--- config.mk ---
export PLATFORM = sky130hd
export DESIGN_NAME = rrop_div_cell
export DESIGN_NICKNAME = d
export VERILOG_FILES = /design/src/hdl/rrop_pkg.sv /design/src/hdl/rrop_div_cell.sv
export SDC_FILE = /design/constraint.sdc
export NUM_CORES = 1
export LEC_CHECK = 0
export ABC_AREA = 1
export BUFFER_PORTS_ARGS = -buffer_cell sky130_fd_sc_hd__buf_2
export CORE_AREA = 2 2 84 86
export DETAILED_ROUTE_END_ITERATION = 8
export DIE_AREA = 0 0 86 88
export PLACE_DENSITY = 0.93
export SYNTH_ARGS = -nofsm -noshare
export SYNTH_HDL_FRONTEND = slang
export SYNTH_SLANG_ARGS = --single-unit
export TNS_END_PERCENT = 5
--- constraint.sdc ---
create_clock -name clk -period 17.26 [get_ports clk]
set_input_delay 3.452 -clock clk [delete_from_list [all_inputs] [get_ports clk]]
set_output_delay 3.452 -clock clk [all_outputs]
set_load 0.05 [all_outputs]
--- src/hdl/rrop_pkg.sv ---
// Shared types and constants for the rounded-rectangle outline point generator.
// No dependencies; used by every module under hdl/.
`default_nettype none
package rrop_pkg;

  // CORDIC datapath: x and y are signed, Q1.30 with guard bits; z is a signed phase, 2^32 per turn
  localparam int XW = 34;
  // quotient bits of the phase divider (phase = j * 2^30 / ppc)
  localparam int QW = 30;
  localparam int ATAN_LEN = 24;
  localparam logic signed [XW-1:0] CORDIC_GAIN = 34'sd652032874;

  // configuration register indexes
  localparam logic [2:0] REG_FRAME_WIDTH   = 3'd0;
  localparam logic [2:0] REG_FRAME_HEIGHT  = 3'd1;
  localparam logic [2:0] REG_CORNER_RATIO  = 3'd2;
  localparam logic [2:0] REG_CORNER_FACTOR = 3'd3;
  localparam logic [2:0] REG_MIN_POINTS    = 3'd4;

  // per-item side data that rides along the cell chains
  typedef struct packed {
    logic        vld;     // index below point count
    logic [1:0]  corner;  // 0 top-left .. 3 bottom-left, clockwise
    logic [15:0] radius;  // Q16.0, same units as the frame size
    logic [10:0] count;   // point count, 11-bit field
  } meta_t;

  // arctangent of 2^-i as a phase, 2^32 per turn
  function automatic logic [31:0] atan_phase(input int i);
    logic [31:0] a;
    case (i)
      0:  a = 32'd536870912;
      1:  a = 32'd316933406;
      2:  a = 32'd167458907;
      3:  a = 32'd85004756;
      4:  a = 32'd42667331;
      5:  a = 32'd21354465;
      6:  a = 32'd10679838;
      7:  a = 32'd5340245;
      8:  a = 32'd2670163;
      9:  a = 32'd1335087;
      10: a = 32'd667544;
      11: a = 32'd333772;
      12: a = 32'd166886;
      13: a = 32'd83443;
      14: a = 32'd41722;
      15: a = 32'd20861;
      16: a = 32'd10430;
      17: a = 32'd5215;
      18: a = 32'd2608;
      19: a = 32'd1304;
      20: a = 32'd652;
      21: a = 32'd326;
      22: a = 32'd163;
      23: a = 32'd81;
      default: a = 32'd0;
    endcase
    return a;
  endfunction

endpackage
`default_nettype wire

--- src/hdl/rrop_div_cell.sv ---
// One restoring-division cell: produces one phase quotient bit per stage.
// Depends on rrop_pkg.
`default_nettype none
module rrop_div_cell import rrop_pkg::*; #(
  parameter int PW = 9
) (
  input  wire logic          clk,
  input  wire logic          rst_n,
  input  wire logic          up_valid,
  output logic               up_ready,
  input  wire logic [PW-1:0] up_rem,
  input  wire logic [QW-1:0] up_quo,
  input  wire logic [PW-1:0] up_ppc,
  input  wire meta_t         up_meta,
  output logic               dn_valid,
  input  wire logic          dn_ready,
  output logic [PW-1:0]      dn_rem,
  output logic [QW-1:0]      dn_quo,
  output logic [PW-1:0]      dn_ppc,
  output meta_t              dn_meta
);

  logic          v_r;
  logic [PW-1:0] rem_r, ppc_r;
  logic [QW-1:0] quo_r;
  meta_t         meta_r;
  logic [PW:0]   rem2;
  logic          ge;
  logic [PW-1:0] rem_nxt;

  // shift remainder, trial subtract
  always_comb begin
    rem2    = {up_rem, 1'b0};
    ge      = rem2 >= {1'b0, up_ppc};
    rem_nxt = ge ? PW'(rem2 - {1'b0, up_ppc}) : PW'(rem2);
  end

  assign up_ready = !v_r || dn_ready;

  always_ff @(posedge clk) begin
    if (!rst_n) begin
      v_r <= 1'b0;
    end else if (up_ready) begin
      v_r <= up_valid;
    end
  end

  always_ff @(posedge clk) begin
    if (up_valid && up_ready) begin
      rem_r  <= rem_nxt;
      quo_r  <= {up_quo[QW-2:0], ge};
      ppc_r  <= up_ppc;
      meta_r <= up_meta;
    end
  end

  assign dn_valid = v_r;
  assign dn_rem   = rem_r;
  assign dn_quo   = quo_r;
  assign dn_ppc   = ppc_r;
  assign dn_meta  = meta_r;

endmodule
`default_nettype wire

==> results of run 1 <==
## layout make-up
type                       instances  area [µm²]
sequential                        79        2360
timing repair buffer             161         808
fill                             519        2460
clock buffer                      10         128
antenna                            1        2.50
inverter                          31         116
clock inverter                     6        60.1
tap                               80         100
multi-input combinational        102         603
## logic make-up after synthesis
kind of cell	share of synthesized area
AND/OR/NAND/NOR	0.125
flip-flops	0.767
buffers and inverters	0.0414
adder cells (fa/ha/maj)	0.0430
AO/OA/AOI/OAI	0.0150
XOR/XNOR	0.00853
## cells in the final DEF (no fill, tap or decap), types with 3 or more instances in the layout
cell type  count
inv_1         28
nand3_1       15
buf_2        160
inv_2          3
edfxtp_1      78
a21oi_1        5
nand2_2        3
clkbuf_8       9
nor2_1         4
ha_1           9
nand2_1       51
## routing by layer
layer,vias up,global-route usage,wire length [µm]
li1,1071,-,-
met1,1051,0.189,2430
met2,101,0.349,3970
met3,8,0.0735,675
met4,2,0.0693,75
met5,-,0,7
## power groups by stage
stage	sequential, mW	clock [mW]	combinational (mW)
floorplan	0.278	0	0.0234
global placement	0.233	0	0.0905
detailed placement	0.234	0	0.0929
CTS	0.229	0.130	0.0930
global route	0.230	0.138	0.0990
finish	0.229	0.128	0.0928
## final timing paths
| path | slack [ns] | cells after the start | endpoint |
|---|---|---|---|
| setup / recovery | 9.84 | 4 | up_ready |
| setup reg to reg | 15.62 | 2 | dn_quo[3] |
| hold / removal | 0.59 | 2 | dn_valid |
| hold reg to reg | 0.59 | 2 | dn_valid |
## Yosys cell counts (all sizes together)
library cell	count
edfxtp	78
nand4	1
buf	1
xnor2	1
fa	1
a21oi	7
nand3	16
dfxtp	1
inv	31
nor2	7
nand2	56
ha	9
a21boi	1
nor3	1
xor2	2
## registers in the layout, summed over array words and instances, names as in the netlist
register / cells
dn_rem: 9
dn_meta: 30
dn_ppc: 9
dn_valid: 1
dn_quo: 30
## per-stage QoR
step | std cells | util | total power [mW] | setup WS (ns) | hold WS, ns
floorplan | 213 | - | 0.301 | 9.45 | 1.11
global placement | 453 | 0.601 | 0.324 | 9.89 | 0.523
detailed placement | 453 | 0.601 | 0.327 | 9.85 | 0.565
CTS | 469 | 0.629 | 0.452 | 9.85 | 0.577
global route | 469 | 0.629 | 0.468 | 9.79 | 0.604
finish | 470 | 0.629 | 0.450 | 9.84 | 0.590
## worst reg2reg max path: cells and delay by family (launching register included)
| family | cells | cell delay [ns] |
|---|---|---|
| AOI/OAI and AO/OA | 1 | 0.14 |
| DFF | 1 | 0.35 |
| buffers and inverters | 1 | 0.72 |
==> impl_results.md, run 1 <==
- Status: finished, final reports clean
- Clock latency on the worst-skew pair: 0.33 ns
- Pre-Repair DR Iteration Count: 4
- Yosys reg bits: 79
- Net switching power: 134 µW
- Yosys top cell area share: 0.760
- Clk slew on worst S/H paths: 0.08 ns
- Worst Path Required: 13.81 ns
- Top cell type by total area after synthesis: edfxtp_1
- VDD IR-drop max: 37.8 µV
- Largest net degree at the start of global routing: 79
- Core ar.: 6640 µm²
- Vias in the first global route: 2188
- Area of the mapped netlist: 3080 µm²
- IO Pins: 162
- Dpl hpwl: 5.69 mm
- DRC Markers: 0
- Clk buf depth: 2
- Clock power share: 0.284
- Post-DRT Antenna Nets: 0
- Largest cells by area after synthesis: edfxtp_1 76%, nand2_1 6.2%, ha_1 3.7%
- Worst Max-Slew Pin Slew: 0.933 ns
- Final setup viols: 0
- Count of input and output buffers: 160
- Distinct cells, synth: 23
- Internal power: 316 µW
- Total GRT Usage: 0.187
- Global-route wire length before repair: 10.5 mm
- Setup TNS: 0 ns
- Routability cong.: 0.803
- Critical Path End Type: output pin
- Crit-path slowest cell: buf_2
- Crit path buffers/inverters: 3
- Hold Path Class: reg2reg
- Sequential fraction of the synthesis area: 0.767
- Peak Freq: 135 MHz
- Setup CP Type: in2out
- Delay-heaviest family, CP: buffers and inverters
- Largest stage delay, worst path: 0.23 ns
- DR vias/cell: 4.75
- Chip height: 88 µm
- Placed Area: 3990 µm²
- Yosys warns: 0
- Seq pwr share: 0.510
- Worst Setup SP: dn_ready
- Grt total ovfl: 0
- CTS tree: done
- Max_cap viols: 0
- Most used cell, CP: buf_2
- Post-route cell area: 4180 µm²
- Post CTS Setup Buffer Count: 0
- Slew headroom: 0.378
- R2r startpoint: dn_valid
- Antenna violations before repair: 2
- HP Start: dn_valid
- Crit-path cells: buf_2, inv_1, nand2_1, buf_2
- Tcrit/Tclk final: 0.430
- P per Cell Area: 108 nW/µm²
- Static Leak: 1.97 nW
- H-tree depth: 3
- Unrepaired setup endpoints after global routing: no
- Clock sinks: 79
- Avg WL per Cell: 15.2 µm
- CTS resizes: 0
- Syn Inst Count: 213
- Hold Fails Final Rpt: 0
- Tmin final: 7.42 ns
- Worst Setup Start Kind: primary input
- Area growth syn-to-layout: 35.6%
- Crit-path max FO: 2
- Die area: 7570 µm²
- Root buf cell: clkbuf_8
- Initial Util: 0.464
- Syn avg cell area: 14.5 µm²
- Std cell rows: 30
- Crit path DAT: 3.97 ns
- Vias: 2233
- Initial DRC count: 133
- Sw Share: 0.298
- Num CTS Buffers: 9
- Power share of the combinational group: 0.206
- DRT Wirelength: 7.16 mm
- CTS Hold Bufs: 0
- Die width: 86 µm
- Pins over their slew limit: 0
- Syn Nets: 305
- Fin nets: 476
- Clock skew: 0.00966 ns
- Ratio of cells with drive above 1 in the final layout: 0.486
Note: power is estimated with default switching activity, not from simulation.
==> run 2, diff against run 1 <==
ABC_AREA = 0   (was 1)
CORE_AREA = 2 2 86 88   (was 2 2 84 86)
DIE_AREA = 0 0 88 90   (was 0 0 86 88)
PLACE_DENSITY = 0.88   (was 0.93)
clock period = 7.34 ns   (was 17.26 ns; I/O delays follow)
==> impl_results.md, run 2 <==
- Most common cell after layout, fill and taps aside: buf_2
- Slew headroom: 0.336
- Post-route cell area: 4090 µm²
- Pins over their slew limit: 0
- Clock latency on the worst-skew pair: 0.34 ns
- Pwr Total: 1.05 mW
- Num CTS Buffers: 9
- Syn Inst Count: 160
- Tcrit/Tclk final: 0.463
- Tmin final: 3.40 ns
- Most frequent cells in the layout: 160 x buf_2, 78 x edfxtp_1, 11 x inv_1
- Placed Area: 3910 µm²
- Hold Path Class: reg2reg
- Critical Path End Type: output pin
- Pre-Repair DR Iteration Count: 4
- Crit-path slowest cell: buf_2
- Area growth syn-to-layout: 37.1%
- Yosys top cell area share: 0.786
- Worst Max-Slew Pin Slew: 0.997 ns
- Clk slew on worst S/H paths: 0.08 ns
- CTS Hold Bufs: 0
- Ant. Diodes: 0
- Worst Setup Start Kind: primary input
- Asr flop ratio synth: 0
- Worst Hold Path EP: dn_valid
- Yosys reg bits: 79
- Worst Path Required: 5.87 ns
- CTS tree: done
- DRC Markers: 0
- CTS resizes: 0
- Crit-path max FO: 3
- Crit path DAT: 1.93 ns
- P per Cell Area: 257 nW/µm²
- Most used cell, CP: buf_2
- R2r startpoint: dn_valid
- Crit-path cells: buf_2, nand2b_1, buf_2
- Count leader, synth: edfxtp_1
- Initial DRC count: 92
- Clock sinks: 79
- Hold path cells: 2
- Vias in the first global route: 1952
- R2R depth: 2
- DR vias/cell: 4.61
- Peak Freq: 294 MHz
- Yosys warns: 0
- Avg WL per Cell: 14.8 µm
- Setup CP Type: in2out
- Largest cells by area after synthesis: edfxtp_1 79%, ha_1 3.8%, mux2_4 2.0%
- Max_cap viols: 0
- DRT Wirelength: 6.42 mm
- Sequential fraction of the synthesis area: 0.793
- Static Leak: 1.79 nW
- Total GRT Usage: 0.163
- H-tree depth: 3
- Syn Nets: 252
- FF-to-FF End: dn_quo[19]
- Hold Fails Final Rpt: 0
- Fin nets: 423
- Root buf cell: clkbuf_8
- Syn avg cell area: 18.6 µm²
- Clk buf depth: 2
- VDD IR-drop max: 119 µV
- Dpl hpwl: 4.81 mm
- WHS: 0.544 ns
- Synth Flop Type: edfxtp_1
- Area of the mapped netlist: 2980 µm²
- Ratio of cells with drive above 1 in the final layout: 0.560
- Post-DRT Antenna Nets: 0
- Distinct cells, synth: 37
- Count of input and output buffers: 160
- Routability cong.: 0.817
- R2r setup slk: 5.70 ns
- Largest net degree at the start of global routing: 79
- EDFF count, synth: 78
- Antenna violations before repair: 0
- Chip height: 90 µm
- Clock skew: 0.00641 ns
- Std cell rows: 31
- Top cell type by total area after synthesis: edfxtp_1
- Status: finished, final reports clean
- Final setup viols: 0
- Die width: 88 µm
- Global-route wire length before repair: 9.74 mm
- Top cells by count, synth: 78 x edfxtp_1, 11 x inv_1, 9 x ha_1
- Core ar.: 7020 µm²
- Initial Util: 0.425
- Post CTS Setup Buffer Count: 0
- Filler cells: 581
- Largest stage delay, worst path: 0.22 ns
- Vias: 2007
- IO Pins: 162
- HP Start: dn_valid
- Setup TNS: 0 ns
- Die area: 7920 µm²
- Unrepaired setup endpoints after global routing: no
- Grt total ovfl: 0
run 2: changes by cell type in the layout (fill, tap and decap cells not counted), moves of 4 or more:
cell     delta
mux2_4      +4
nand2_1    -49
o21ai_0     +7
nand3_1    -14
inv_1      -17
run 2: how the worst max path moves through the flow:
stage / startpoint / endpoint / slack, ns / depth (start not counted)
finish: dn_ready / up_ready / 3.94 / 3
global route: dn_ready / up_ready / 3.90 / 3
CTS: dn_ready / up_ready / 3.94 / 3
detailed placement: up_ppc[1] / dn_rem[6] / 3.82 / 10
global placement: up_ppc[1] / dn_rem[6] / 3.85 / 10
floorplan: dn_ready / dn_meta[0] / 3.07 / 2
run 2: per-layer routing:
layer,track usage,vias to the layer above,share of wire
li1,-,955,-
met1,0.189,940,0.37
met2,0.278,103,0.52
met3,0.0652,9,0.093
met4,0.0385,0,0.012
met5,0,-,0
run 2: final cells by class:
| type | count | area (µm²) | share of cell area |
|---|---|---|---|
| Clock buffer | 9 | 124 | 0.0303 |
| Clock inverter | 7 | 55.1 | 0.0135 |
| Inverter | 12 | 47.5 | 0.0116 |
| Multi-Input combinational cell | 69 | 573 | 0.140 |
| Sequential cell | 79 | 2360 | 0.578 |
| Tap cell | 99 | 124 | 0.0303 |
| Timing Repair Buffer | 160 | 801 | 0.196 |
run 2: cells by family (layout without fill, tap and decap cells):
logic type,Yosys count,after routing,synth area share
compound gates,24,24,0.0521
mux,4,4,0.0202
flops,79,79,0.793
xor+xnor,5,5,0.0147
buf+inv,12,188,0.0160
fa+ha+maj,10,10,0.0445
simple gates,26,26,0.0600
run 2: power by group:
group          switching, mW  leakage [nW]  internal [mW]  total (mW)
logic                  0.161         0.944         0.0613       0.222
clock network          0.163        0.0814          0.126       0.288
registers            0.00652         0.763          0.533       0.540
total                  0.330          1.79          0.720        1.05
run 2: critical path, delay by kind of cell:
kind	cells	cell delay (ns)
buffers and inverters	2	0.31
AND/OR/NAND/NOR	1	0.15
run 2: metrics by stage:
stage          utilization  instances  setup WS, ns
3_3_place_gp         0.557        419          3.85
6_report             0.582        435          3.94
5_1_grt              0.582        435          3.90
2_1_floorplan            -        160          3.07
3_5_place_dp         0.557        419          3.82
4_1_cts              0.582        435          3.94
==> run 3, diff against run 2 <==
clock period = 3.34 ns   (was 7.34 ns; I/O delays follow)
==> impl_results.md, run 3 (same netlist as run 2, synthesis figures left out) <==
- Clock sinks: 79
- Clk buf depth: 2
- Chip height: 90 µm
- Setup CP Type: in2reg
- Setup TNS: 0 ns
- Count of input and output buffers: 160
- Final core utilization: 0.589
- Tmin final: 2.39 ns
- Ratio of cells with drive above 1 in the final layout: 0.563
- Die area: 7920 µm²
- CTS Hold Bufs: 0
- DRT Wirelength: 6.24 mm
- Post-DRT Antenna Nets: 0
- Internal power: 1.74 mW
- Crit-path max FO: 5
- IO Pins: 162
- Dpl hpwl: 4.72 mm
- DR vias/cell: 4.55
- Avg WL per Cell: 14.4 µm
- Worst Max-Slew Pin Slew: 0.997 ns
- Pins over their slew limit: 0
- Routability cong.: 0.840
- WHS: 0.492 ns
- Post CTS Setup Buffer Count: 0
- Pre-Repair DR Iteration Count: 4
- Vias in the first global route: 1898
- Initial DRC count: 63
- Clock power share: 0.319
- Static Leak: 1.82 nW
- Area of the multi-input gates: 573 µm²
- Status: finished, final reports clean
- Num CTS Buffers: 9
- P per Cell Area: 594 nW/µm²
- Die width: 88 µm
- Worst Path Required: 3.43 ns
- Sequential Area: 2360 µm²
- CTS tree: done
- Clock latency on the worst-skew pair: 0.34 ns
- Hold Path Class: in2reg
- Unrepaired setup endpoints after global routing: no
- Tcrit/Tclk final: 0.716
- Most common cell after layout, fill and taps aside: buf_2
- Vias: 1981
- Std cell rows: 31
- Largest net degree at the start of global routing: 79
- VDD IR-drop max: 238 µV
- Max_cap viols: 0
- Peak Freq: 418 MHz
- Antenna violations before repair: 0
- Core ar.: 7020 µm²
- Sw Share: 0.293
- Area growth syn-to-layout: 38.7%
- Grt total ovfl: 0
- Power share of the combinational group: 0.198
- Critical Path End Type: flip-flop
- GR Layer Usage met1: 0.164
- DRC Markers: 0
- CTS resizes: 0
- Initial Util: 0.425
- Net switching power: 721 µW
- Global-route wire length before repair: 8.99 mm
- Root buf cell: clkbuf_8
- Seq pwr share: 0.483
- H-tree depth: 3
- Clock skew: 0.0135 ns
- Slew headroom: 0.335
- Fin nets: 423
- Worst Setup Start Kind: primary input
- Clk slew on worst S/H paths: 0.09 ns
- Most frequent cells in the layout: 160 x buf_2, 78 x edfxtp_1, 11 x inv_1
- Crit path DAT: 2.48 ns
- Gr busiest metal: met2
- Hold Fails Final Rpt: 0
- Filler cells: 573
- Met2 global-route usage: 0.266
- Met3 usage: 0.0551
- Final setup viols: 0
- Total GRT Usage: 0.151
- Ant. Diodes: 0
-- run 3: final timing paths --
check            start    endpoint  slack, ns  cells after the start
max          up_ppc[1]   dn_rem[6]       0.95                     10
min          up_quo[9]  dn_quo[10]       0.49                      1
max reg2reg   dn_valid  dn_meta[0]       1.68                      2
min reg2reg   dn_valid    dn_valid       0.55                      2
-- run 3: metal layers --
layer  vias up  share of wire
li1        956              -
met1       924           0.39
met2        94           0.52
met3         7          0.080
met4         0          0.011
met5         -              0
-- run 3: per-stage QoR --
step,total power [mW],cells,setup WS [ns],instance area [µm²]
final,2.46,435,0.949,4140
after global routing,2.55,435,0.890,4140
after CTS,2.49,435,0.987,4140
after detailed placement,1.70,419,0.615,3910
after global placement,1.69,419,0.658,3910
after floorplan,1.56,160,0.700,2980
-- run 3: worst max-delay path: stages --
cell     delay, ns
buf_2         0.11
inv_1         0.05
ha_1          0.28
ha_1          0.18
and3_1        0.17
nand3_1       0.10
nor4b_4       0.32
or2_4         0.23
inv_4         0.07
mux2_4        0.29
-- run 3: cell type report --
cell class	count	area share
Clock buffer	9	0.0300
Inverter	12	0.0115
Multi-Input combinational cell	69	0.139
Timing Repair Buffer	160	0.194
Tap cell	99	0.0300
Clock inverter	7	0.0251
Sequential cell	79	0.571
-- run 3: power by group through the flow --
stage          clock [mW]  combinational (mW)  sequential [mW]
2_1_floorplan           0               0.122             1.44
3_3_place_gp            0               0.479             1.21
3_5_place_dp            0               0.489             1.21
4_1_cts             0.809               0.489             1.19
5_1_grt             0.846               0.515             1.19
6_report            0.785               0.486             1.19
