**config.mk**
```make
export PLATFORM = sky130hd
export DESIGN_NAME = rrop_cordic_cell
export DESIGN_NICKNAME = d
export VERILOG_FILES = /design/src/hdl/rrop_pkg.sv /design/src/hdl/rrop_cordic_cell.sv
export SDC_FILE = /design/constraint.sdc
export NUM_CORES = 1
export LEC_CHECK = 0
export BUFFER_PORTS_ARGS = -buffer_cell sky130_fd_sc_hd__buf_2
export CORE_MARGIN = 2
export CORE_UTILIZATION = 54
export CTS_CLUSTER_SIZE = 10
export DETAILED_ROUTE_END_ITERATION = 10
export GPL_ROUTABILITY_DRIVEN = 0
export PLACE_DENSITY = 0.82
export SYNTH_ARGS = -nofsm -noshare
export SYNTH_HDL_FRONTEND = slang
export SYNTH_SLANG_ARGS = --single-unit
```
**constraint.sdc**
```tcl
create_clock -name clk -period 4.46 [get_ports clk]
set_input_delay 0.223 -clock clk [delete_from_list [all_inputs] [get_ports clk]]
set_output_delay 0.223 -clock clk [all_outputs]
set_load 0.05 [all_outputs]
```
**src/hdl/rrop_pkg.sv**
```systemverilog
// Shared types and constants for the rounded-rectangle outline point generator.
// No dependencies; used by every module under hdl/.
`default_nettype none
package rrop_pkg;

  // CORDIC datapath: x and y are signed, Q1.30 with guard bits; z is a signed phase, 2^32 per turn
  localparam int XW = 34;
  // quotient bits of the phase divider (phase = j * 2^30 / ppc)
  localparam int QW = 30;
  localparam int ATAN_LEN = 24;
  localparam logic signed [XW-1:0] CORDIC_GAIN = 34'sd652032874;

  // configuration register indexes
  localparam logic [2:0] REG_FRAME_WIDTH   = 3'd0;
  localparam logic [2:0] REG_FRAME_HEIGHT  = 3'd1;
  localparam logic [2:0] REG_CORNER_RATIO  = 3'd2;
  localparam logic [2:0] REG_CORNER_FACTOR = 3'd3;
  localparam logic [2:0] REG_MIN_POINTS    = 3'd4;

  // per-item side data that rides along the cell chains
  typedef struct packed {
    logic        vld;     // index below point count
    logic [1:0]  corner;  // 0 top-left .. 3 bottom-left, clockwise
    logic [15:0] radius;  // Q16.0, same units as the frame size
    logic [10:0] count;   // point count, 11-bit field
  } meta_t;

  // arctangent of 2^-i as a phase, 2^32 per turn
  function automatic logic [31:0] atan_phase(input int i);
    logic [31:0] a;
    case (i)
      0:  a = 32'd536870912;
      1:  a = 32'd316933406;
      2:  a = 32'd167458907;
      3:  a = 32'd85004756;
      4:  a = 32'd42667331;
      5:  a = 32'd21354465;
      6:  a = 32'd10679838;
      7:  a = 32'd5340245;
      8:  a = 32'd2670163;
      9:  a = 32'd1335087;
      10: a = 32'd667544;
      11: a = 32'd333772;
      12: a = 32'd166886;
      13: a = 32'd83443;
      14: a = 32'd41722;
      15: a = 32'd20861;
      16: a = 32'd10430;
      17: a = 32'd5215;
      18: a = 32'd2608;
      19: a = 32'd1304;
      20: a = 32'd652;
      21: a = 32'd326;
      22: a = 32'd163;
      23: a = 32'd81;
      default: a = 32'd0;
    endcase
    return a;
  endfunction

endpackage
`default_nettype wire

```
**src/hdl/rrop_cordic_cell.sv**
```systemverilog
// One CORDIC rotation cell, iteration IDX, registered output.
// Depends on rrop_pkg.
`default_nettype none
module rrop_cordic_cell import rrop_pkg::*; #(
  parameter int IDX = 0
) (
  input  wire logic                 clk,
  input  wire logic                 rst_n,
  input  wire logic                 up_valid,
  output logic                      up_ready,
  input  wire logic signed [XW-1:0] up_x,
  input  wire logic signed [XW-1:0] up_y,
  input  wire logic signed [XW-1:0] up_z,
  input  wire meta_t                up_meta,
  output logic                      dn_valid,
  input  wire logic                 dn_ready,
  output logic signed [XW-1:0]      dn_x,
  output logic signed [XW-1:0]      dn_y,
  output logic signed [XW-1:0]      dn_z,
  output meta_t                     dn_meta
);

  localparam logic signed [XW-1:0] ATAN = XW'(atan_phase(IDX));

  logic                 v_r;
  logic signed [XW-1:0] x_r, y_r, z_r;
  meta_t                meta_r;
  logic signed [XW-1:0] dx, dy, x_nxt, y_nxt, z_nxt;

  // rotate toward z = 0
  always_comb begin
    dx = up_y >>> IDX;
    dy = up_x >>> IDX;
    if (!up_z[XW-1]) begin
      x_nxt = up_x - dx;
      y_nxt = up_y + dy;
      z_nxt = up_z - ATAN;
    end else begin
      x_nxt = up_x + dx;
      y_nxt = up_y - dy;
      z_nxt = up_z + ATAN;
    end
  end

  assign up_ready = !v_r || dn_ready;

  always_ff @(posedge clk) begin
    if (!rst_n) begin
      v_r <= 1'b0;
    end else if (up_ready) begin
      v_r <= up_valid;
    end
  end

  always_ff @(posedge clk) begin
    if (up_valid && up_ready) begin
      x_r    <= x_nxt;
      y_r    <= y_nxt;
      z_r    <= z_nxt;
      meta_r <= up_meta;
    end
  end

  assign dn_valid = v_r;
  assign dn_x     = x_r;
  assign dn_y     = y_r;
  assign dn_z     = z_r;
  assign dn_meta  = meta_r;

endmodule
`default_nettype wire

```
==> flow_summary.toml, run 1 <==
[power_and_ir_drop]
p_clk_frac = 0.321
pwr-share-comb = 0.342
power.share.switching = 0.376
p_leak_nw = 5.59
ir_drop_uv = 336
p_sw_mw = 1.76
pwr-share-seq = 0.337
internal-power_mw = 2.93
powerDensity_nw_per_um2 = 373

[place]
io_buffers = 269
hpwlAfterDp_um = 22200
dpl_cell_area_sq_um = 11400

[finish]
layout-drive-gt1-share = 0.239
final_cell_area_sq_um = 12600
final_common_cell = "buf_2"
num-nets-final = 1577
layout_common_cells = "buf_2 (269), edfxtp_1 (131), a21oi_1 (109)"
syn2layout_area_growth_pct = 27.2

[cts]
cts_buffers = 17
h-tree-depth = 4
clkSlewWorstSetupHoldPaths_ns = 0.07
cts.sinks = 132
cts_setup_buffers = 0
cts-root-buf = "clkbuf_16"
ctsLongestPathBuffers = 2
tritoncts = "yes"
clk_latency_ns = 0.42

[drt]
num_vias = 9507
drt-pass1-iter-count = 8
route.detailed.drc = 0
avgViaCountPerCell = 6.02
wl_per_cell_um = 19.6
drtIter0Drc = 993
ant_nets = 0
routed_wl_um = 31000

[synthesis]
syn_area_per_cell_sq_um = 9.61
synth_top_family_by_area = "compound AO/OA/AOI/OAI gates"
yosys-top-cells-area = "edfxtp_1 (40%), ha_1 (13%), a21oi_1 (5.5%), xnor2_1 (4.3%), inv_1 (3.7%)"
yosys.area_share.xor_xnor = 0.0576
syn_inst = 1029
muxShareOfSynthArea = 0.0172
ys_seq_area_frac = 0.400
synth_area_sq_um = 9890
post_synth_num_cell_types = 74
yosysTopAreaCell = "edfxtp_1"
synth_ff_type = "edfxtp_1"
synth-edff-count = 131
synth_top_area_frac = 0.398
synthAdderAreaFrac = 0.138
syn-num-nets = 1272
async_flop_share = 0
yosys_warnings = 0
synth-seq-cells = 132
synth_compound_area_frac = 0.214
yosys.area_share.simple = 0.114

[sta]
finalSetupViolations = 0
hold_viol_final = 0
max_freq_ghz = 0.316
tightest_slew_ns = 0.991
relSlewSlack = 0.340
maxSlewViolCount = 0
finalCritPeriodShare = 0.709
period_minus_slack_ns = 3.16
setup_tns_ns = 0
rsz0062_at_grt = "false"
fin_worst_skew_ns = 0.0146

[floorplanning]
chipHeight_um = 139
rows = 49
die_w_um = 139
core_area_sq_um = 18000
start_util = 0.551
die-area_sq_um = 19400
io_pins = 270

[critical_path]
required_ns = 4.62
path_cells = "buf_2 > inv_1 > ha_1 > nand2_1 > nor2_1 > nand3_1 > o2111a_1 > a221oi_1 > a21o_1 > a211oi_1 > a21oi_1 > xnor2_1"
cp_max_fo = 11
worst-r2r-setup-slack_ns = 2.32
arrival_ns = 3.32
r2r_start = "dn_valid"
end_kind = "register"
r2r_end = "dn_y[16]"
cp_slowest_cell = "a221oi_1"
critPathTopFamily = "compound AO/OA/AOI/OAI gates"
critPathMaxStageDelay_ns = 0.73
cp_num_buf_inv = 2
critPathLaunchType = "primary input"
criticalPathCategory = "in2reg"
r2r_cells = 3

[hold_path]
holdPathEnd = "dn_valid"
min_path_type = "in2reg"
min_path_cells = 2
hold_start = "rst_n"

[global_route]
grt_pass1_wl_um = 48400
grt_use_total = 0.313
antenna_found_initial = 3
grt_overflow = 0
grt_pass1_vias = 9051
grt_max_degree = 75

[run]
drv_cap = 0

[status]
status = "complete, no violations"
-- synthesized netlist by cell type (3+ instances only) --
cell,count
buf_1,7
fa_1,4
o211ai_1,7
clkbuf_1,27
inv_1,97
o31a_1,4
or4_1,3
a21o_1,22
and2_1,5
a22oi_1,3
nor4_1,6
nand3_1,16
o21ai_1,5
ha_1,103
nor3_1,25
or2_2,3
a211o_1,5
nand2b_1,14
o2bb2ai_1,3
o21bai_1,17
nand4_1,11
o21a_1,11
a31oi_1,12
nand2_1,44
o31ai_1,7
a21boi_0,3
nor2b_1,14
o22ai_1,4
or3_1,5
buf_2,9
a2bb2oi_1,4
buf_4,3
xor2_1,16
mux2i_1,17
a211oi_1,19
o21ai_0,58
xnor2_1,49
nor2_1,81
a21oi_1,109
edfxtp_1,131
-- power by group through the flow --
stage	Sequential [mW]	Combinational [mW]	Clock, mW
6_report	1.58	1.60	1.51
4_1_cts	1.58	1.57	1.50
3_3_place_gp	1.60	1.50	0
2_1_floorplan	2.04	0.686	0
5_1_grt	1.59	1.70	1.58
3_5_place_dp	1.60	1.52	0
-- flip-flops by register name, indices dropped and copies added (netlist names) --
| signal | cells |
|---|---|
| dn_y | 34 |
| dn_valid | 1 |
| dn_x | 33 |
| dn_meta | 30 |
| dn_z | 34 |
-- layer usage --
| metal | up-vias | part of all wire | global-route usage |
|---|---|---|---|
| met5 | - | 0 | 0 |
| met4 | 0 | 0.040 | 0.114 |
| met3 | 120 | 0.095 | 0.0506 |
| met2 | 642 | 0.48 | 0.531 |
| met1 | 4413 | 0.38 | 0.406 |
| li1 | 4332 | - | - |
-- cell families after synthesis --
logic type | after synthesis
compound gates | 325
xor+xnor | 65
fa+ha+maj | 107
buf+inv | 148
flops | 132
mux | 17
simple gates | 235
-- stage by stage --
| step | cells | hold WS [ns] | utilization | setup WS [ns] | power (mW) |
|---|---|---|---|---|---|
| 3_3_place_gp | 1485 | 0.399 | 0.632 | 1.12 | 3.10 |
| 2_1_floorplan | 1029 | 0.322 | - | 1.33 | 2.72 |
| 3_5_place_dp | 1485 | 0.401 | 0.632 | 1.03 | 3.12 |
| 5_1_grt | 1579 | 0.0632 | 0.700 | 1.12 | 4.87 |
| 4_1_cts | 1575 | 0.000307 | 0.699 | 1.48 | 4.65 |
| 6_report | 1579 | 0.0881 | 0.700 | 1.30 | 4.69 |
-- worst max-delay path by stage --
stage                   from         end  slack (ns)  cells past startpoint
global route        up_x[10]    dn_x[21]        1.12                     12
detailed placement   up_x[7]    dn_y[31]        1.03                     12
floorplan           dn_valid  dn_meta[0]        1.33                      2
CTS                  up_x[5]    dn_y[28]        1.48                     12
finish               up_x[7]    dn_y[27]        1.30                     12
global placement    up_x[10]    dn_x[21]        1.12                     12
-- final cells by class --
cell class / count / area [sq um]
Antenna cell: 3 / 7.51
Clock buffer: 18 / 429
Clock inverter: 14 / 191
Fill cell: 1341 / 5390
Inverter: 101 / 379
Multi-Input combinational cell: 749 / 5350
Sequential cell: 132 / 3950
Tap cell: 229 / 287
Timing Repair Buffer: 333 / 1970
-- timing repair --
| item | in CTS | in global routing |
|---|---|---|
| hold buffers | 58 | 1 |
| gates resized for setup | 0 | 0 |
| endpoints found under the hold margin | 58 | 1 |
Power figures use the tool's default switching activity.
==> run 2: changes to the inputs <==
--- a/config.mk
+++ b/config.mk
@@ -7,11 +7,11 @@
 export LEC_CHECK = 0
 export BUFFER_PORTS_ARGS = -buffer_cell sky130_fd_sc_hd__buf_2
 export CORE_MARGIN = 2
-export CORE_UTILIZATION = 54
+export CORE_UTILIZATION = 49
 export CTS_CLUSTER_SIZE = 10
 export DETAILED_ROUTE_END_ITERATION = 10
 export GPL_ROUTABILITY_DRIVEN = 0
-export PLACE_DENSITY = 0.82
+export PLACE_DENSITY = 0.78
 export SYNTH_ARGS = -nofsm -noshare
 export SYNTH_HDL_FRONTEND = slang
 export SYNTH_SLANG_ARGS = --single-unit
==> constraint.sdc (replaced) <==
create_clock -name clk -period 2.85 [get_ports clk]
set_input_delay 0.1425 -clock clk [delete_from_list [all_inputs] [get_ports clk]]
set_output_delay 0.1425 -clock clk [all_outputs]
set_load 0.05 [all_outputs]
==> run 2 against run 1 <==
Compared with the run above:
- combinational power increased by 70%
- wire length increased by 4.3%
- register-to-register slack got worse by 1.1 ns
- sequential cell count unchanged
- sequential share of layout area decreased by 2.3 points
- die area increased by 9.9%
- critical path type unchanged
==> flow_summary.toml, run 2 (synthesis gave the netlist of run 1 again) <==
[cts]
h-tree-depth = 4
clk_latency_ns = 0.43
cts_buffers = 17
clkSlewWorstSetupHoldPaths_ns = 0.06
ctsLongestPathBuffers = 2
cts_setup_buffers = 0
cts-root-buf = "clkbuf_16"
cts.sinks = 132
tritoncts = "yes"

[sta]
hold_viol_final = 0
maxSlewViolCount = 0
fin_worst_skew_ns = 0.0136
max_freq_ghz = 0.373
tightest_slew_ns = 0.625
period_minus_slack_ns = 2.68
hold-worst-slack_ns = 0.116
rsz0062_at_grt = "false"
setup_ws_ns = 0.167
finalSetupViolations = 0
relSlewSlack = 0.579
finalCritPeriodShare = 0.941

[critical_path]
r2r_start = "dn_valid"
crit_start = "up_y[0]"
end_kind = "register"
critPathLaunchType = "primary input"
r2r_cells = 3
arrival_ns = 2.85
cp_max_fo = 3
criticalPathCategory = "in2reg"
required_ns = 3.01

[hold_path]
min_path_cells = 2
hold_start = "up_z[30]"
min_path_type = "in2reg"

[status]
status = "complete, no violations"

[drt]
drtIter0Drc = 991
ant_nets = 0
drt-pass1-iter-count = 6
wl_per_cell_um = 18.6
routed_wl_um = 32300
avgViaCountPerCell = 5.63
route.detailed.drc = 0
num_vias = 9792

[finish]
layout_common_cells = "buf_2 (269), edfxtp_1 (131), buf_4 (124)"
layout-drive-gt1-share = 0.302
fill_cells = 1497
final_common_cell = "buf_2"
num-nets-final = 1700
syn2layout_area_growth_pct = 37.0

[power_and_ir_drop]
p_leak_nw = 6.17
ir_drop_uv = 412
powerDensity_nw_per_um2 = 548

[floorplanning]
io_pins = 270
die-area_sq_um = 21300
chipHeight_um = 146
die_w_um = 146
start_util = 0.503
core_area_sq_um = 19700
rows = 51

[global_route]
antenna_found_initial = 4
grt_use_total = 0.299
grt_max_degree = 85
grt_pass1_vias = 9564
grt_pass1_wl_um = 50700
grt_overflow = 0

[place]
io_buffers = 269
pre_cts_slack_ns = -0.217
hpwlAfterDp_um = 23600

[run]
drv_cap = 0
[run 2: cell count changes in the layout (fill, tap and decap cells not counted), sizes merged, moves of 2 or more]
cell / before / now
buf: 274 / 394
dlygate4sd3: 59 / 62
clkinvlp: 2 / 4
inv: 105 / 102
[run 2: routing by layer]
metal	vias to the layer above	track usage	share of wire
li1	4595	-	-
met3	86	0.0519	0.083
met2	612	0.527	0.50
met1	4499	0.367	0.39
met4	0	0.114	0.029
met5	-	0	0
[run 2: per-stage QoR]
| step | setup TNS, ns | cell area, sq um | power [mW] | utilization | instances |
|---|---|---|---|---|---|
| finish | 0 | 13600 | 7.43 | 0.689 | 1739 |
| CTS | 0 | 13500 | 7.40 | 0.688 | 1735 |
| detailed placement | -1.88 | 12300 | 5.08 | 0.627 | 1641 |
| global route | 0 | 13600 | 7.72 | 0.689 | 1739 |
| global placement | -1.31 | 12300 | 5.05 | 0.627 | 1641 |
| floorplan | 0 | 9890 | 4.26 | - | 1029 |
[run 2: cell type report]
type	count	area (sq um)	area share
clock buffer	19	443	0.0327
sequential	132	3950	0.292
tap	265	332	0.0245
clock inverter	13	150	0.0111
antenna	4	10.0	0.000739
timing repair buffer	456	2920	0.215
inverter	101	379	0.0280
multi-input combinational	749	5370	0.396
[run 2: timing repair]
item | in CTS | in global routing
hold buffers | 62 | 0
endpoints found under the hold margin | 61 | 0
resized for setup | 0 | 2
endpoints found under the setup margin | 0 | 3
[run 2: report_power, final]
group	total, mW	switching, mW	internal [mW]
Sequential	2.47	0.0581	2.41
Combinational	2.72	1.79	0.936
Clock	2.24	0.914	1.32
[run 2: worst max-delay path: stages]
cell and delay [ns]:
buf_2 0.12, inv_1 0.06, ha_1 0.17, fa_1 0.24, nor2b_1 0.09, o31ai_1 0.32, a211oi_1 0.16, buf_4 0.18
o31a_1 0.26, o21ai_1 0.24, a31oi_1 0.12, buf_4 0.16, a2111o_1 0.42, o221ai_2 0.07, xnor2_1 0.08
[run 2: path summary, 6_finish.rpt]
check | to | slack [ns]
setup / recovery | dn_y[30] | 0.17
hold / removal | dn_z[30] | 0.12
setup reg to reg | dn_y[22] | 1.21
hold reg to reg | dn_meta[3] | 0.91
==> run 3: changes to the inputs <==
--- a/config.mk
+++ b/config.mk
@@ -11,6 +11,8 @@
 export CTS_CLUSTER_SIZE = 10
 export DETAILED_ROUTE_END_ITERATION = 10
 export GPL_ROUTABILITY_DRIVEN = 0
+export GPL_TIMING_DRIVEN = 1
+export MAX_ROUTING_LAYER = met4
 export PLACE_DENSITY = 0.78
 export SYNTH_ARGS = -nofsm -noshare
 export SYNTH_HDL_FRONTEND = slang
==> run 3 against run 2 <==
Compared with the run above:
- critical path depth did not move
- largest power group unchanged
- wire length fell by 0.14%
- register-to-register slack barely moved
- critical path type unchanged
- fmax down 0.72%
- highest routed layer unchanged
- non-clock buffer count did not move
==> flow_summary.toml, run 3 (synthesis gave the netlist of run 1 again) <==
[global_route]
antenna_found_initial = 4
grt_use_total = 0.308
grt_pass1_wl_um = 50600
grt_pass1_vias = 9589
grt_max_degree = 85
grt_overflow = 0

[place]
dpl_cell_area_sq_um = 12300
pre_cts_slack_ns = -0.217
hpwlAfterDp_um = 23600
io_buffers = 269

[cts]
cts_buffers = 17
ctsLongestPathBuffers = 2
cts-root-buf = "clkbuf_16"
clkSlewWorstSetupHoldPaths_ns = 0.06
clk_latency_ns = 0.42
tritoncts = "yes"
h-tree-depth = 4
cts.sinks = 132

[status]
status = "complete, no violations"

[critical_path]
crit_start = "up_y[0]"
critPathTopFamily = "compound AO/OA/AOI/OAI gates"
end_kind = "register"
cp_slowest_cell = "a2111o_1"
r2r_cells = 3
required_ns = 3.02
critPathMaxStageDelay_ns = 0.42
r2r_start = "dn_valid"
path_cells = "buf_2 > inv_1 > ha_1 > fa_1 > nor2b_1 > o31ai_1 > a211oi_1 > buf_4 > o31a_1 > o21ai_1 > a31oi_1 > buf_4 > a2111o_1 > o221ai_2 > xnor2_1"
cp_num_cells = 15
criticalPathCategory = "in2reg"
r2r_end = "dn_x[16]"
arrival_ns = 2.87
worst-r2r-setup-slack_ns = 1.22
cp_max_fo = 3
cp_num_buf_inv = 4
critPathLaunchType = "primary input"
cpMostUsedCell = "buf_4"

[run]
drv_cap = 0

[floorplanning]
die-area_sq_um = 21300
core_area_sq_um = 19700
io_pins = 270
chipHeight_um = 146
rows = 51
start_util = 0.503
die_w_um = 146

[power_and_ir_drop]
powerDensity_nw_per_um2 = 548
ir_drop_uv = 407
p_leak_nw = 6.17

[finish]
utilization = 0.689
fill_cells = 1497
syn2layout_area_growth_pct = 37.0
multi_input_area_sq_um = 5370
final_cell_area_sq_um = 13600
ff_latch_area_sq_um = 3950
final_common_cell = "buf_2"
num-nets-final = 1700
layout_common_cells = "buf_2 (269), edfxtp_1 (131), buf_4 (124)"
layout-drive-gt1-share = 0.302

[sta]
hold_viol_final = 0
max_freq_ghz = 0.370
relSlewSlack = 0.575
period_minus_slack_ns = 2.70
fin_worst_skew_ns = 0.0137
maxSlewViolCount = 0
finalSetupViolations = 0
setup_ws_ns = 0.148
hold-worst-slack_ns = 0.123
tightest_slew_ns = 0.631
rsz0062_at_grt = "false"
finalCritPeriodShare = 0.948

[drt]
avgViaCountPerCell = 5.64
ant_nets = 0
drtIter0Drc = 922
route.detailed.drc = 0
num_vias = 9800
wl_per_cell_um = 18.6
drt-pass1-iter-count = 5
routed_wl_um = 32300

[hold_path]
min_path_type = "in2reg"
holdPathEnd = "dn_z[30]"
hold_start = "up_z[30]"
min_path_cells = 2
run 3: layout make-up:
| type | instances | share of cell area |
|---|---|---|
| Multi-Input combinational cell | 749 | 0.396 |
| Tap cell | 265 | 0.0245 |
| Clock inverter | 13 | 0.0111 |
| Clock buffer | 19 | 0.0327 |
| Inverter | 101 | 0.0280 |
| Timing Repair Buffer | 456 | 0.215 |
| Sequential cell | 132 | 0.292 |
| Antenna cell | 4 | 0.000739 |
run 3: worst max path at each step:
| stage | end | slack, ns |
|---|---|---|
| 6_report | dn_y[30] | 0.15 |
| 5_1_grt | dn_y[30] | 0.02 |
| 4_1_cts | dn_y[28] | 0.22 |
| 3_5_place_dp | dn_y[28] | -0.22 |
| 3_3_place_gp | dn_y[28] | -0.23 |
| 2_1_floorplan | dn_y[32] | 0.16 |
run 3: report_power, final:
part           switching (mW)  internal (mW)
clock network           0.909           1.32
logic                    1.79          0.936
registers              0.0585           2.41
run 3: through the flow:
step           setup TNS (ns)  cells  total power [mW]
2_1_floorplan               0   1029              4.26
3_3_place_gp            -1.31   1641              5.05
3_5_place_dp            -1.88   1641              5.08
4_1_cts                     0   1735              7.40
5_1_grt                     0   1739              7.72
6_report                    0   1739              7.43
run 3: metal layers:
layer,track usage,wire length [um],vias up,share of wire
met2,0.528,16100,581,0.50
met1,0.367,12500,4532,0.39
li1,-,-,4592,-
met4,0.103,1010,0,0.031
met3,0.0547,2650,95,0.082
met5,-,0,-,0
run 3: timing repair:
item                                    4_1_cts  5_1_grt
endpoints found under the hold margin        61        0
gates resized for setup                       0        2
hold buffers                                 62        0
endpoints found under the setup margin        0        3
setup buffers                                 0        0
